$ cat config.mk
export PLATFORM = sky130hd
export DESIGN_NAME = cable_amplitude_tester
export DESIGN_NICKNAME = d
export VERILOG_FILES = /design/src/sv/cat_pkg.sv /design/src/sv/cable_amplitude_tester.sv /design/src/sv/cat_cfg_regs.sv /design/src/sv/cat_tracker.sv /design/src/sv/cat_grader.sv
export SDC_FILE = /design/constraint.sdc
export NUM_CORES = 1
export LEC_CHECK = 0
export ABC_AREA = 1
export BUFFER_PORTS_ARGS = -buffer_cell sky130_fd_sc_hd__buf_2
export CAP_MARGIN = 20
export CORE_MARGIN = 2
export CORE_UTILIZATION = 25
export DETAILED_ROUTE_END_ITERATION = 12
export PLACE_DENSITY = 0.45
export RECOVER_POWER = 100
export SYNTH_ARGS = -nofsm -noshare
export SYNTH_HDL_FRONTEND = slang
export SYNTH_SLANG_ARGS = --single-unit
$ cat constraint.sdc
create_clock -name clk -period 4 [get_ports clk]
set_input_delay 0 -clock clk [delete_from_list [all_inputs] [get_ports clk]]
set_output_delay 0 -clock clk [all_outputs]
set_load 0.1 [all_outputs]
$ cat src/sv/cat_pkg.sv
// Shared types and constants of the cable amplitude tester.
package cat_pkg;

    localparam int unsigned COUNT_BITS = 16;
    localparam int unsigned LIMIT_BITS = 10;
    localparam int unsigned CFG_INDEX_BITS = 3;
    localparam int unsigned CFG_DATA_BITS = 16;
    localparam int unsigned VERDICT_BITS = 3;

    // External readings at or below this level do not move the external minimum.
    localparam int unsigned EXT_FLOOR = 10;

    localparam logic MODE_START = 1'b0;
    localparam logic MODE_SAMPLE = 1'b1;

    localparam logic [CFG_INDEX_BITS-1:0] REG_SAMPLE_COUNT = 3'd0;
    localparam logic [CFG_INDEX_BITS-1:0] REG_PASS_LIMIT = 3'd1;
    localparam logic [CFG_INDEX_BITS-1:0] REG_RETEST_LIMIT = 3'd2;
    localparam logic [CFG_INDEX_BITS-1:0] REG_FAIL_LIMIT = 3'd3;
    localparam logic [CFG_INDEX_BITS-1:0] REG_GROUND_LIMIT = 3'd4;

    localparam logic [COUNT_BITS-1:0] SAMPLE_COUNT_RESET = 16'd2000;
    localparam logic [LIMIT_BITS-1:0] PASS_LIMIT_RESET = 10'd10;
    localparam logic [LIMIT_BITS-1:0] RETEST_LIMIT_RESET = 10'd20;
    localparam logic [LIMIT_BITS-1:0] FAIL_LIMIT_RESET = 10'd50;
    localparam logic [LIMIT_BITS-1:0] GROUND_LIMIT_RESET = 10'd200;

    localparam logic [VERDICT_BITS-1:0] VERDICT_PASS = 3'd0;
    localparam logic [VERDICT_BITS-1:0] VERDICT_RETEST = 3'd1;
    localparam logic [VERDICT_BITS-1:0] VERDICT_CHECK = 3'd2;
    localparam logic [VERDICT_BITS-1:0] VERDICT_FAIL = 3'd3;
    localparam logic [VERDICT_BITS-1:0] VERDICT_BAD_GROUND = 3'd4;

    typedef struct packed {
        logic [LIMIT_BITS-1:0] pass_limit;
        logic [LIMIT_BITS-1:0] retest_limit;
        logic [LIMIT_BITS-1:0] fail_limit;
        logic [LIMIT_BITS-1:0] ground_limit;
    } limits_t;

endpackage

$ cat src/sv/cable_amplitude_tester.sv
// Top level of the cable amplitude tester.
//
//  Channel  Signals                                          Driven by
//  in       in_valid, mode, internal_sample, ext._sample   source, in_stall by block
//  out      out_valid, verdict, *_amplitude, difference     block, out_stall by sink
//  cfg      cfg_write, cfg_index, cfg_data                  host
//
// One item is accepted per cycle while in_stall is low; the tracker keeps the extremes in registers.
// The sample item that completes the test sets the finish register; the extremes then move to the result register.
// in_stall rises only while a finished test waits and the result register is stalled.
// Reset clears control state and loads the default configuration at once.
module cable_amplitude_tester #(
    parameter int unsigned SAMPLE_BITS = 10
) (
    input  logic                                clk,
    input  logic                                rst_n,
    input  logic                                in_valid,
    output logic                                in_stall,
    input  logic                                mode,
    input  logic [SAMPLE_BITS-1:0]              internal_sample,
    input  logic [SAMPLE_BITS-1:0]              external_sample,
    output logic                                out_valid,
    input  logic                                out_stall,
    output logic [cat_pkg::VERDICT_BITS-1:0]    verdict,
    output logic [SAMPLE_BITS-1:0]              internal_amplitude,
    output logic [SAMPLE_BITS-1:0]              external_amplitude,
    output logic [SAMPLE_BITS-1:0]              amplitude_difference,
    input  logic                                cfg_write,
    input  logic [cat_pkg::CFG_INDEX_BITS-1:0]  cfg_index,
    input  logic [cat_pkg::CFG_DATA_BITS-1:0]   cfg_data
);

    logic [cat_pkg::COUNT_BITS-1:0] sample_count;
    cat_pkg::limits_t               limits;
    logic                           finish;
    logic                           move;
    logic [SAMPLE_BITS-1:0]         internal_max;
    logic [SAMPLE_BITS-1:0]         internal_min;
    logic [SAMPLE_BITS-1:0]         external_max;
    logic [SAMPLE_BITS-1:0]         external_min;

    cat_cfg_regs u_cfg (
        .clk          (clk),
        .rst_n        (rst_n),
        .cfg_write    (cfg_write),
        .cfg_index    (cfg_index),
        .cfg_data     (cfg_data),
        .sample_count (sample_count),
        .limits       (limits)
    );

    cat_tracker #(
        .SAMPLE_BITS (SAMPLE_BITS)
    ) u_tracker (
        .clk             (clk),
        .rst_n           (rst_n),
        .in_valid        (in_valid),
        .in_stall        (in_stall),
        .mode            (mode),
        .internal_sample (internal_sample),
        .external_sample (external_sample),
        .sample_count    (sample_count),
        .move            (move),
        .finish          (finish),
        .internal_max    (internal_max),
        .internal_min    (internal_min),
        .external_max    (external_max),
        .external_min    (external_min)
    );

    cat_grader #(
        .SAMPLE_BITS (SAMPLE_BITS)
    ) u_grader (
        .clk                  (clk),
        .rst_n                (rst_n),
        .finish               (finish),
        .move                 (move),
        .internal_max         (internal_max),
        .internal_min         (internal_min),
        .external_max         (external_max),
        .external_min         (external_min),
        .limits               (limits),
        .out_valid            (out_valid),
        .out_stall            (out_stall),
        .verdict              (verdict),
        .internal_amplitude   (internal_amplitude),
        .external_amplitude   (external_amplitude),
        .amplitude_difference (amplitude_difference)
    );

endmodule

$ cat src/sv/cat_cfg_regs.sv
// Configuration registers of the cable amplitude tester.
module cat_cfg_regs (
    input  logic                                 clk,
    input  logic                                 rst_n,
    input  logic                                 cfg_write,
    input  logic [cat_pkg::CFG_INDEX_BITS-1:0]   cfg_index,
    input  logic [cat_pkg::CFG_DATA_BITS-1:0]    cfg_data,
    output logic [cat_pkg::COUNT_BITS-1:0]       sample_count,
    output cat_pkg::limits_t                     limits
);

    logic [cat_pkg::COUNT_BITS-1:0] sample_count_reg;
    cat_pkg::limits_t               limits_reg;

    always_ff @(posedge clk or negedge rst_n)
    begin
        if (!rst_n)
        begin
            sample_count_reg <= cat_pkg::SAMPLE_COUNT_RESET;
            limits_reg.pass_limit <= cat_pkg::PASS_LIMIT_RESET;
            limits_reg.retest_limit <= cat_pkg::RETEST_LIMIT_RESET;
            limits_reg.fail_limit <= cat_pkg::FAIL_LIMIT_RESET;
            limits_reg.ground_limit <= cat_pkg::GROUND_LIMIT_RESET;
        end
        else if (cfg_write)
        begin
            case (cfg_index)
                cat_pkg::REG_SAMPLE_COUNT:
                    sample_count_reg <= cfg_data[cat_pkg::COUNT_BITS-1:0];
                cat_pkg::REG_PASS_LIMIT:
                    limits_reg.pass_limit <= cfg_data[cat_pkg::LIMIT_BITS-1:0];
                cat_pkg::REG_RETEST_LIMIT:
                    limits_reg.retest_limit <= cfg_data[cat_pkg::LIMIT_BITS-1:0];
                cat_pkg::REG_FAIL_LIMIT:
                    limits_reg.fail_limit <= cfg_data[cat_pkg::LIMIT_BITS-1:0];
                cat_pkg::REG_GROUND_LIMIT:
                    limits_reg.ground_limit <= cfg_data[cat_pkg::LIMIT_BITS-1:0];
                default:
                begin
                end
            endcase
        end
    end

    assign sample_count = sample_count_reg;
    assign limits = limits_reg;

endmodule

$ cat src/sv/cat_tracker.sv
// Test sequencing and peak tracking of both sample channels.
module cat_tracker #(
    parameter int unsigned SAMPLE_BITS = 10
) (
    input  logic                             clk,
    input  logic                             rst_n,
    input  logic                             in_valid,
    output logic                             in_stall,
    input  logic                             mode,
    input  logic [SAMPLE_BITS-1:0]           internal_sample,
    input  logic [SAMPLE_BITS-1:0]           external_sample,
    input  logic [cat_pkg::COUNT_BITS-1:0]   sample_count,
    input  logic                             move,
    output logic                             finish,
    output logic [SAMPLE_BITS-1:0]           internal_max,
    output logic [SAMPLE_BITS-1:0]           internal_min,
    output logic [SAMPLE_BITS-1:0]           external_max,
    output logic [SAMPLE_BITS-1:0]           external_min
);

    localparam logic [SAMPLE_BITS-1:0] FLOOR = SAMPLE_BITS'(cat_pkg::EXT_FLOOR);

    logic                            running_reg, running_next;
    logic                            finish_reg, finish_next;
    logic [cat_pkg::COUNT_BITS-1:0]  taken_reg, taken_next;
    logic [SAMPLE_BITS-1:0]          imax_reg, imax_next;
    logic [SAMPLE_BITS-1:0]          imin_reg, imin_next;
    logic [SAMPLE_BITS-1:0]          emax_reg, emax_next;
    logic [SAMPLE_BITS-1:0]          emin_reg, emin_next;
    logic                            accept;

    // A finished test holds the inputs until its extremes move to the result stage.
    assign in_stall = finish_reg && !move;
    assign accept = in_valid && !in_stall;

    always_comb
    begin
        running_next = running_reg;
        finish_next = move ? 1'b0 : finish_reg;
        taken_next = taken_reg;
        imax_next = imax_reg;
        imin_next = imin_reg;
        emax_next = emax_reg;
        emin_next = emin_reg;
        if (accept)
        begin
            if (mode == cat_pkg::MODE_START)
            begin
                running_next = 1'b1;
                taken_next = '0;
                imax_next = '0;
                imin_next = '1;
                emax_next = '0;
                emin_next = '1;
            end
            else if (running_reg)
            begin
                if (internal_sample > imax_reg)
                    imax_next = internal_sample;
                if (internal_sample < imin_reg)
                    imin_next = internal_sample;
                if (external_sample > emax_reg)
                    emax_next = external_sample;
                if (external_sample < emin_reg && external_sample > FLOOR)
                    emin_next = external_sample;
                if (taken_reg != '1)
                    taken_next = taken_reg + 1'b1;
                if (taken_next >= sample_count)
                begin
                    finish_next = 1'b1;
                    running_next = 1'b0;
                end
            end
        end
    end

    always_ff @(posedge clk or negedge rst_n)
    begin
        if (!rst_n)
        begin
            running_reg <= 1'b0;
            finish_reg <= 1'b0;
            taken_reg <= '0;
            imax_reg <= '0;
            imin_reg <= '1;
            emax_reg <= '0;
            emin_reg <= '1;
        end
        else
        begin
            running_reg <= running_next;
            finish_reg <= finish_next;
            taken_reg <= taken_next;
            imax_reg <= imax_next;
            imin_reg <= imin_next;
            emax_reg <= emax_next;
            emin_reg <= emin_next;
        end
    end

    assign finish = finish_reg;
    assign internal_max = imax_reg;
    assign internal_min = imin_reg;
    assign external_max = emax_reg;
    assign external_min = emin_reg;

    a_finish_not_running: assert property (@(posedge clk) disable iff (!rst_n)
        !(finish_reg && running_reg))
        else $error("finished test still marked running");

    a_fall_ends_test: assert property (@(posedge clk) disable iff (!rst_n)
        $fell(running_reg) |-> finish_reg || $past(accept && mode == cat_pkg::MODE_START))
        else $error("test stopped without a result");

    a_pending_holds: assert property (@(posedge clk) disable iff (!rst_n)
        finish_reg && !move |=> finish_reg && $stable(imax_reg) && $stable(emin_reg))
        else $error("pending extremes changed before transfer");

endmodule

$ cat src/sv/cat_grader.sv
// Amplitude, difference and verdict computation with the result register.
module cat_grader #(
    parameter int unsigned SAMPLE_BITS = 10
) (
    input  logic                                clk,
    input  logic                                rst_n,
    input  logic                                finish,
    output logic                                move,
    input  logic [SAMPLE_BITS-1:0]              internal_max,
    input  logic [SAMPLE_BITS-1:0]              internal_min,
    input  logic [SAMPLE_BITS-1:0]              external_max,
    input  logic [SAMPLE_BITS-1:0]              external_min,
    input  cat_pkg::limits_t                    limits,
    output logic                                out_valid,
    input  logic                                out_stall,
    output logic [cat_pkg::VERDICT_BITS-1:0]    verdict,
    output logic [SAMPLE_BITS-1:0]              internal_amplitude,
    output logic [SAMPLE_BITS-1:0]              external_amplitude,
    output logic [SAMPLE_BITS-1:0]              amplitude_difference
);

    localparam int unsigned CMP_W =
        (SAMPLE_BITS > cat_pkg::LIMIT_BITS) ? SAMPLE_BITS : cat_pkg::LIMIT_BITS;

    logic                               out_valid_reg, out_valid_next;
    logic [cat_pkg::VERDICT_BITS-1:0]   verdict_reg, verdict_next;
    logic [SAMPLE_BITS-1:0]             amp_i_reg, amp_i_next;
    logic [SAMPLE_BITS-1:0]             amp_e_reg, amp_e_next;
    logic [SAMPLE_BITS-1:0]             diff_reg, diff_next;
    logic [CMP_W-1:0]                   diff_w;
    logic [CMP_W-1:0]                   amp_i_w;

    assign move = finish && (!out_valid_reg || !out_stall);

    always_comb
    begin
        amp_i_next = (internal_max >= internal_min) ? internal_max - internal_min : '0;
        amp_e_next = (external_max >= external_min) ? external_max - external_min : '0;
        diff_next = (amp_i_next >= amp_e_next) ? amp_i_next - amp_e_next
                                               : amp_e_next - amp_i_next;
        diff_w = CMP_W'(diff_next);
        amp_i_w = CMP_W'(amp_i_next);
        if (diff_next == '0)
            verdict_next = (amp_i_w < CMP_W'(limits.ground_limit))
                         ? cat_pkg::VERDICT_BAD_GROUND : cat_pkg::VERDICT_PASS;
        else if (diff_w < CMP_W'(limits.pass_limit))
            verdict_next = cat_pkg::VERDICT_PASS;
        else if (diff_w < CMP_W'(limits.retest_limit))
            verdict_next = cat_pkg::VERDICT_RETEST;
        else if (diff_w <= CMP_W'(limits.fail_limit))
            verdict_next = cat_pkg::VERDICT_CHECK;
        else
            verdict_next = cat_pkg::VERDICT_FAIL;
        out_valid_next = move || (out_valid_reg && out_stall);
    end

    always_ff @(posedge clk or negedge rst_n)
    begin
        if (!rst_n)
            out_valid_reg <= 1'b0;
        else
            out_valid_reg <= out_valid_next;
    end

    always_ff @(posedge clk)
    begin
        if (move)
        begin
            verdict_reg <= verdict_next;
            amp_i_reg <= amp_i_next;
            amp_e_reg <= amp_e_next;
            diff_reg <= diff_next;
        end
    end

    assign out_valid = out_valid_reg;
    assign verdict = verdict_reg;
    assign internal_amplitude = amp_i_reg;
    assign external_amplitude = amp_e_reg;
    assign amplitude_difference = diff_reg;

    a_diff_matches: assert property (@(posedge clk) disable iff (!rst_n)
        out_valid_reg |-> ((amp_i_reg >= amp_e_reg) ? (diff_reg == amp_i_reg - amp_e_reg)
                                                    : (diff_reg == amp_e_reg - amp_i_reg)))
        else $error("difference does not match amplitudes");

    a_bad_ground_zero: assert property (@(posedge clk) disable iff (!rst_n)
        out_valid_reg && verdict_reg == cat_pkg::VERDICT_BAD_GROUND |-> diff_reg == '0)
        else $error("bad ground reported with nonzero difference");

    a_zero_diff_verdict: assert property (@(posedge clk) disable iff (!rst_n)
        out_valid_reg && diff_reg == '0 |->
            verdict_reg == cat_pkg::VERDICT_PASS || verdict_reg == cat_pkg::VERDICT_BAD_GROUND)
        else $error("zero difference graded as a mismatch");

endmodule
==> run summary <==
The run finished, with violations left. The final reports fail on capacitance limit, slew limit, setup timing. For this block, the routed nets add up to 31400 um of wire. The adder-cell share of the synthesized area is 0.167. The number of CTS-inserted buffers is 17, and the half-perimeter wire length after placement is 24000 um. From synthesis to final layout, the design area changed by 40.3%. The part of the cycle the worst path needs is 1.07. 80 I/O pins were placed. The tools report the total number of clock tree sinks as 148. Among all flip-flop cells after synthesis, the most frequent one is dfrtp_1. The number of instances in the synthesized netlist is 1316. After global routing the overflow that remains totals 0. The height of the die is 207 um, and the number of distinct standard cells referenced by the synthesized netlist is 47.

After detailed routing, the average wire length per cell comes to 14.6 um. The ratio of cells with drive above 1 in the final layout is 0.283, and the number of standard-cell rows in the floorplan is 74. For this block, the initial DRC count from the detailed router was 503. The total of flip-flops plus latches after synthesis came out at 148. Start-to-end type of the worst setup path: flip-flop to flip-flop. The max-capacitance violation count is 2, and the insertion delay to the later sink of the worst-skew pair is 0.46 ns. The number of vias per cell works out to 4.37. For this run, the top clock speed supported by timing is 0.234 GHz. The logs give 4.22 ns for the required arrival time at the worst endpoint and 0.850 for the routability-driven placement congestion ratio.

The global-route total usage across every layer was 0.151. The count of buffers from port buffering was 79. The worst setup path is captured at a flip-flop. After synthesis, the largest family of logic cells by area is simple AND/OR/NAND/NOR gates. For the normalized max-slew margin, the log shows -1.21. Counting flops with a built-in enable in the synthesized netlist gives 33.

The repair_antennas step left the layout with diodes totalling 0. The die is 207 um wide. The via count of the first global-routing pass is 9597, and the critical path buffer and inverter count is 7. The filler cells instantiated in the layout total 4259. The sequential fraction of the synthesis area was 0.379; the via count of the routed design was 9386. At the end of the flow, the number of nets in the layout was 1785. Simple-gate share of the synthesized area: 0.208. The number of H-tree levels came out at 4. The synthesized-area fraction occupied by ao, oa, aoi and oai cells works out to 0.131. Root buffer cell: clkbuf_16. For the number of search-and-repair iterations in the first detailed-routing pass, the log shows 5. The transition time at the pin with the least slew margin was 3.31 ns. The post-synthesis xor/xnor area fraction is 0.0194. The post-synthesis average cell area came out at 7.85 sq um. TritonCTS built the clock tree.

Clock-pin slew was measured on the worst setup and hold paths at 0.07 ns. The first global-routing pass estimated 50900 um of wire. The final period demand of the worst path is 4.27 ns. Setup repair after global routing could not meet its margin everywhere. In this run the cell area of the synthesized design comes to 10300 sq um. The largest fanout on the critical path works out to 8. The final worst-path setup slack is -0.271 ns. The min-delay analysis places its worst path in the category input pin to flip-flop. The run gives 0 as the number of antenna violations at the first check in global routing. The run gives 2 as the maximum number of buffers from clock root to sink. The register with the most flip-flops in the layout has 40 of them. The setup check on the worst reg-to-reg path leaves a slack of -0.27 ns. STA classifies the critical path startpoint as a flip-flop. The count of yosys warnings during synthesis is 0, and the peak per-stage delay on the critical path is 0.51 ns.

Data on the critical path arrives at its endpoint at 4.49 ns. The final setup TNS was -0.535 ns. Setup violations remaining at the end of the flow were counted as 2. The share of synthesized registers carrying an async set or reset is 0.777.

When the netlist entered floorplanning its net count stood at 1496. The DRC violation count after routing is 0. The number of hold violations in the final report is 0, and the remaining number of nets flagged by the antenna check after routing is 0. The multiplexer share of the synthesized area is 0.

Among cell families on the critical path, the largest total delay comes from simple AND/OR/NAND/NOR gates. Entering global routing, the biggest net connects 58 pins. The total area inside the core boundary comes to 40800 sq um. The floorplan step defined a die boundary enclosing 42900 sq um. The starting density of the core was 0.253. Across the routed clock network, the largest skew measured is 0.0141 ns. The slowest stage cell on the critical path is dfstp_2.

The tools report the final max-slew violation count as 92.
## layout make-up
class	count	area, sq um	share of cell area
multi-input combinational	908	6360	0.439
sequential	148	3910	0.270
timing repair buffer	292	2050	0.142
inverter	238	920	0.0635
tap	532	666	0.0459
clock buffer	21	482	0.0333
clock inverter	11	90.1	0.00622
## worst register-to-register path, delay by kind of cell, from the launching register on
family	cells	cell delay, ns
compound gates	8	0.79
fa+ha+maj	4	1.02
flops	1	0.51
simple gates	13	1.22
buf+inv	7	0.50
## per-stage QoR
step                 util  std cells  hold WS (ns)  setup WS (ns)  area [sq um]
floorplan               -       1316        -0.296        0.00197         10500
global placement    0.309       2057         0.125         -0.466         12600
detailed placement  0.309       2057         0.125         -0.505         12600
CTS                 0.345       2145        0.0326         -0.259         14100
global route        0.355       2150        0.0736         -0.510         14500
finish              0.355       2150        0.0513         -0.271         14500
## synthesized netlist by cell type, types with 2 or more instances
master | n | area, sq um
dfrtp_1 | 79 | 1980
a31oi_1 | 4 | 25.0
nand2_1 | 298 | 1120
nand2_2 | 4 | 25.0
nand3_2 | 3 | 30.0
ha_1 | 131 | 1640
nand3b_1 | 4 | 30.0
inv_1 | 230 | 863
nor3_1 | 9 | 45.0
a21oi_1 | 78 | 390
a21boi_0 | 3 | 22.5
o211ai_1 | 6 | 45.0
nor2_2 | 9 | 56.3
o41ai_1 | 2 | 17.5
edfxtp_1 | 33 | 991
o21ai_0 | 125 | 626
o21a_1 | 3 | 22.5
fa_1 | 4 | 80.1
or2_2 | 5 | 31.3
nand4_1 | 17 | 106
o31ai_1 | 2 | 15.0
nor4_1 | 2 | 12.5
o2111ai_1 | 6 | 52.6
dfstp_2 | 36 | 946
buf_2 | 3 | 15.0
inv_2 | 7 | 26.3
xnor2_1 | 3 | 26.3
nand3_1 | 70 | 350
o22ai_1 | 11 | 68.8
clkbuf_1 | 17 | 63.8
a21oi_2 | 2 | 17.5
nor2_1 | 78 | 293
xor2_1 | 18 | 158
## cell families after synthesis
family                   after synthesis
buffers and inverters                261
AND/OR/NAND/NOR                      502
AO/OA/AOI/OAI                        248
XOR/XNOR                              22
adder cells (fa/ha/maj)              135
flip-flops                           148
## cells in the final DEF, fill, tap and decap left out, types with 11 or more instances in the layout
cell type        n
nor2_1          65
buf_2           42
edfxtp_1        33
ha_4            34
xor2_1          17
ha_1            97
o22ai_1         11
o21ai_0        120
nor2_2          15
clkbuf_1        39
nand2_1        257
inv_2           15
a21oi_2         14
nand2_4         15
dfrtp_1         79
buf_4          167
nand3_1         64
a21oi_1         62
dfstp_2         36
dlygate4sd3_1   39
nand4_1         17
inv_1          214
nand2_2         30
clkbuf_16       18
## routing by layer
metal,global-route usage,part of all wire
met3,0.0272,0.022
met5,0,0
met2,0.242,0.46
met4,0.0628,0.029
met1,0.200,0.49
## what timing repair did
item / 4_1_cts / 5_1_grt
endpoints found under the setup margin: 2 / 3
cloned: 1 / 0
hold buffers: 39 / 0
resized for setup: 87 / 86
pin swaps: 42 / 54
buffers inserted: 16 / 7
endpoints found under the hold margin: 140 / 0
## path summary, 6_finish.rpt
check,start,end,cells past startpoint
min in group asynchronous,rst_n,u_tracker.internal_max[7],2
hold reg to reg,u_tracker.running_reg,u_tracker.running_reg,2
max in group asynchronous,rst_n,u_cfg.limits[13],3
setup / recovery,u_tracker.external_min[4],u_grader.verdict[0],32
setup reg to reg,u_tracker.external_min[4],u_grader.verdict[0],32
hold / removal,mode,u_tracker.external_max[9],3
Power is left out: the tool's default activity adds up to more than one toggle a clock period on the data nets, which glitch-free logic cannot reach.
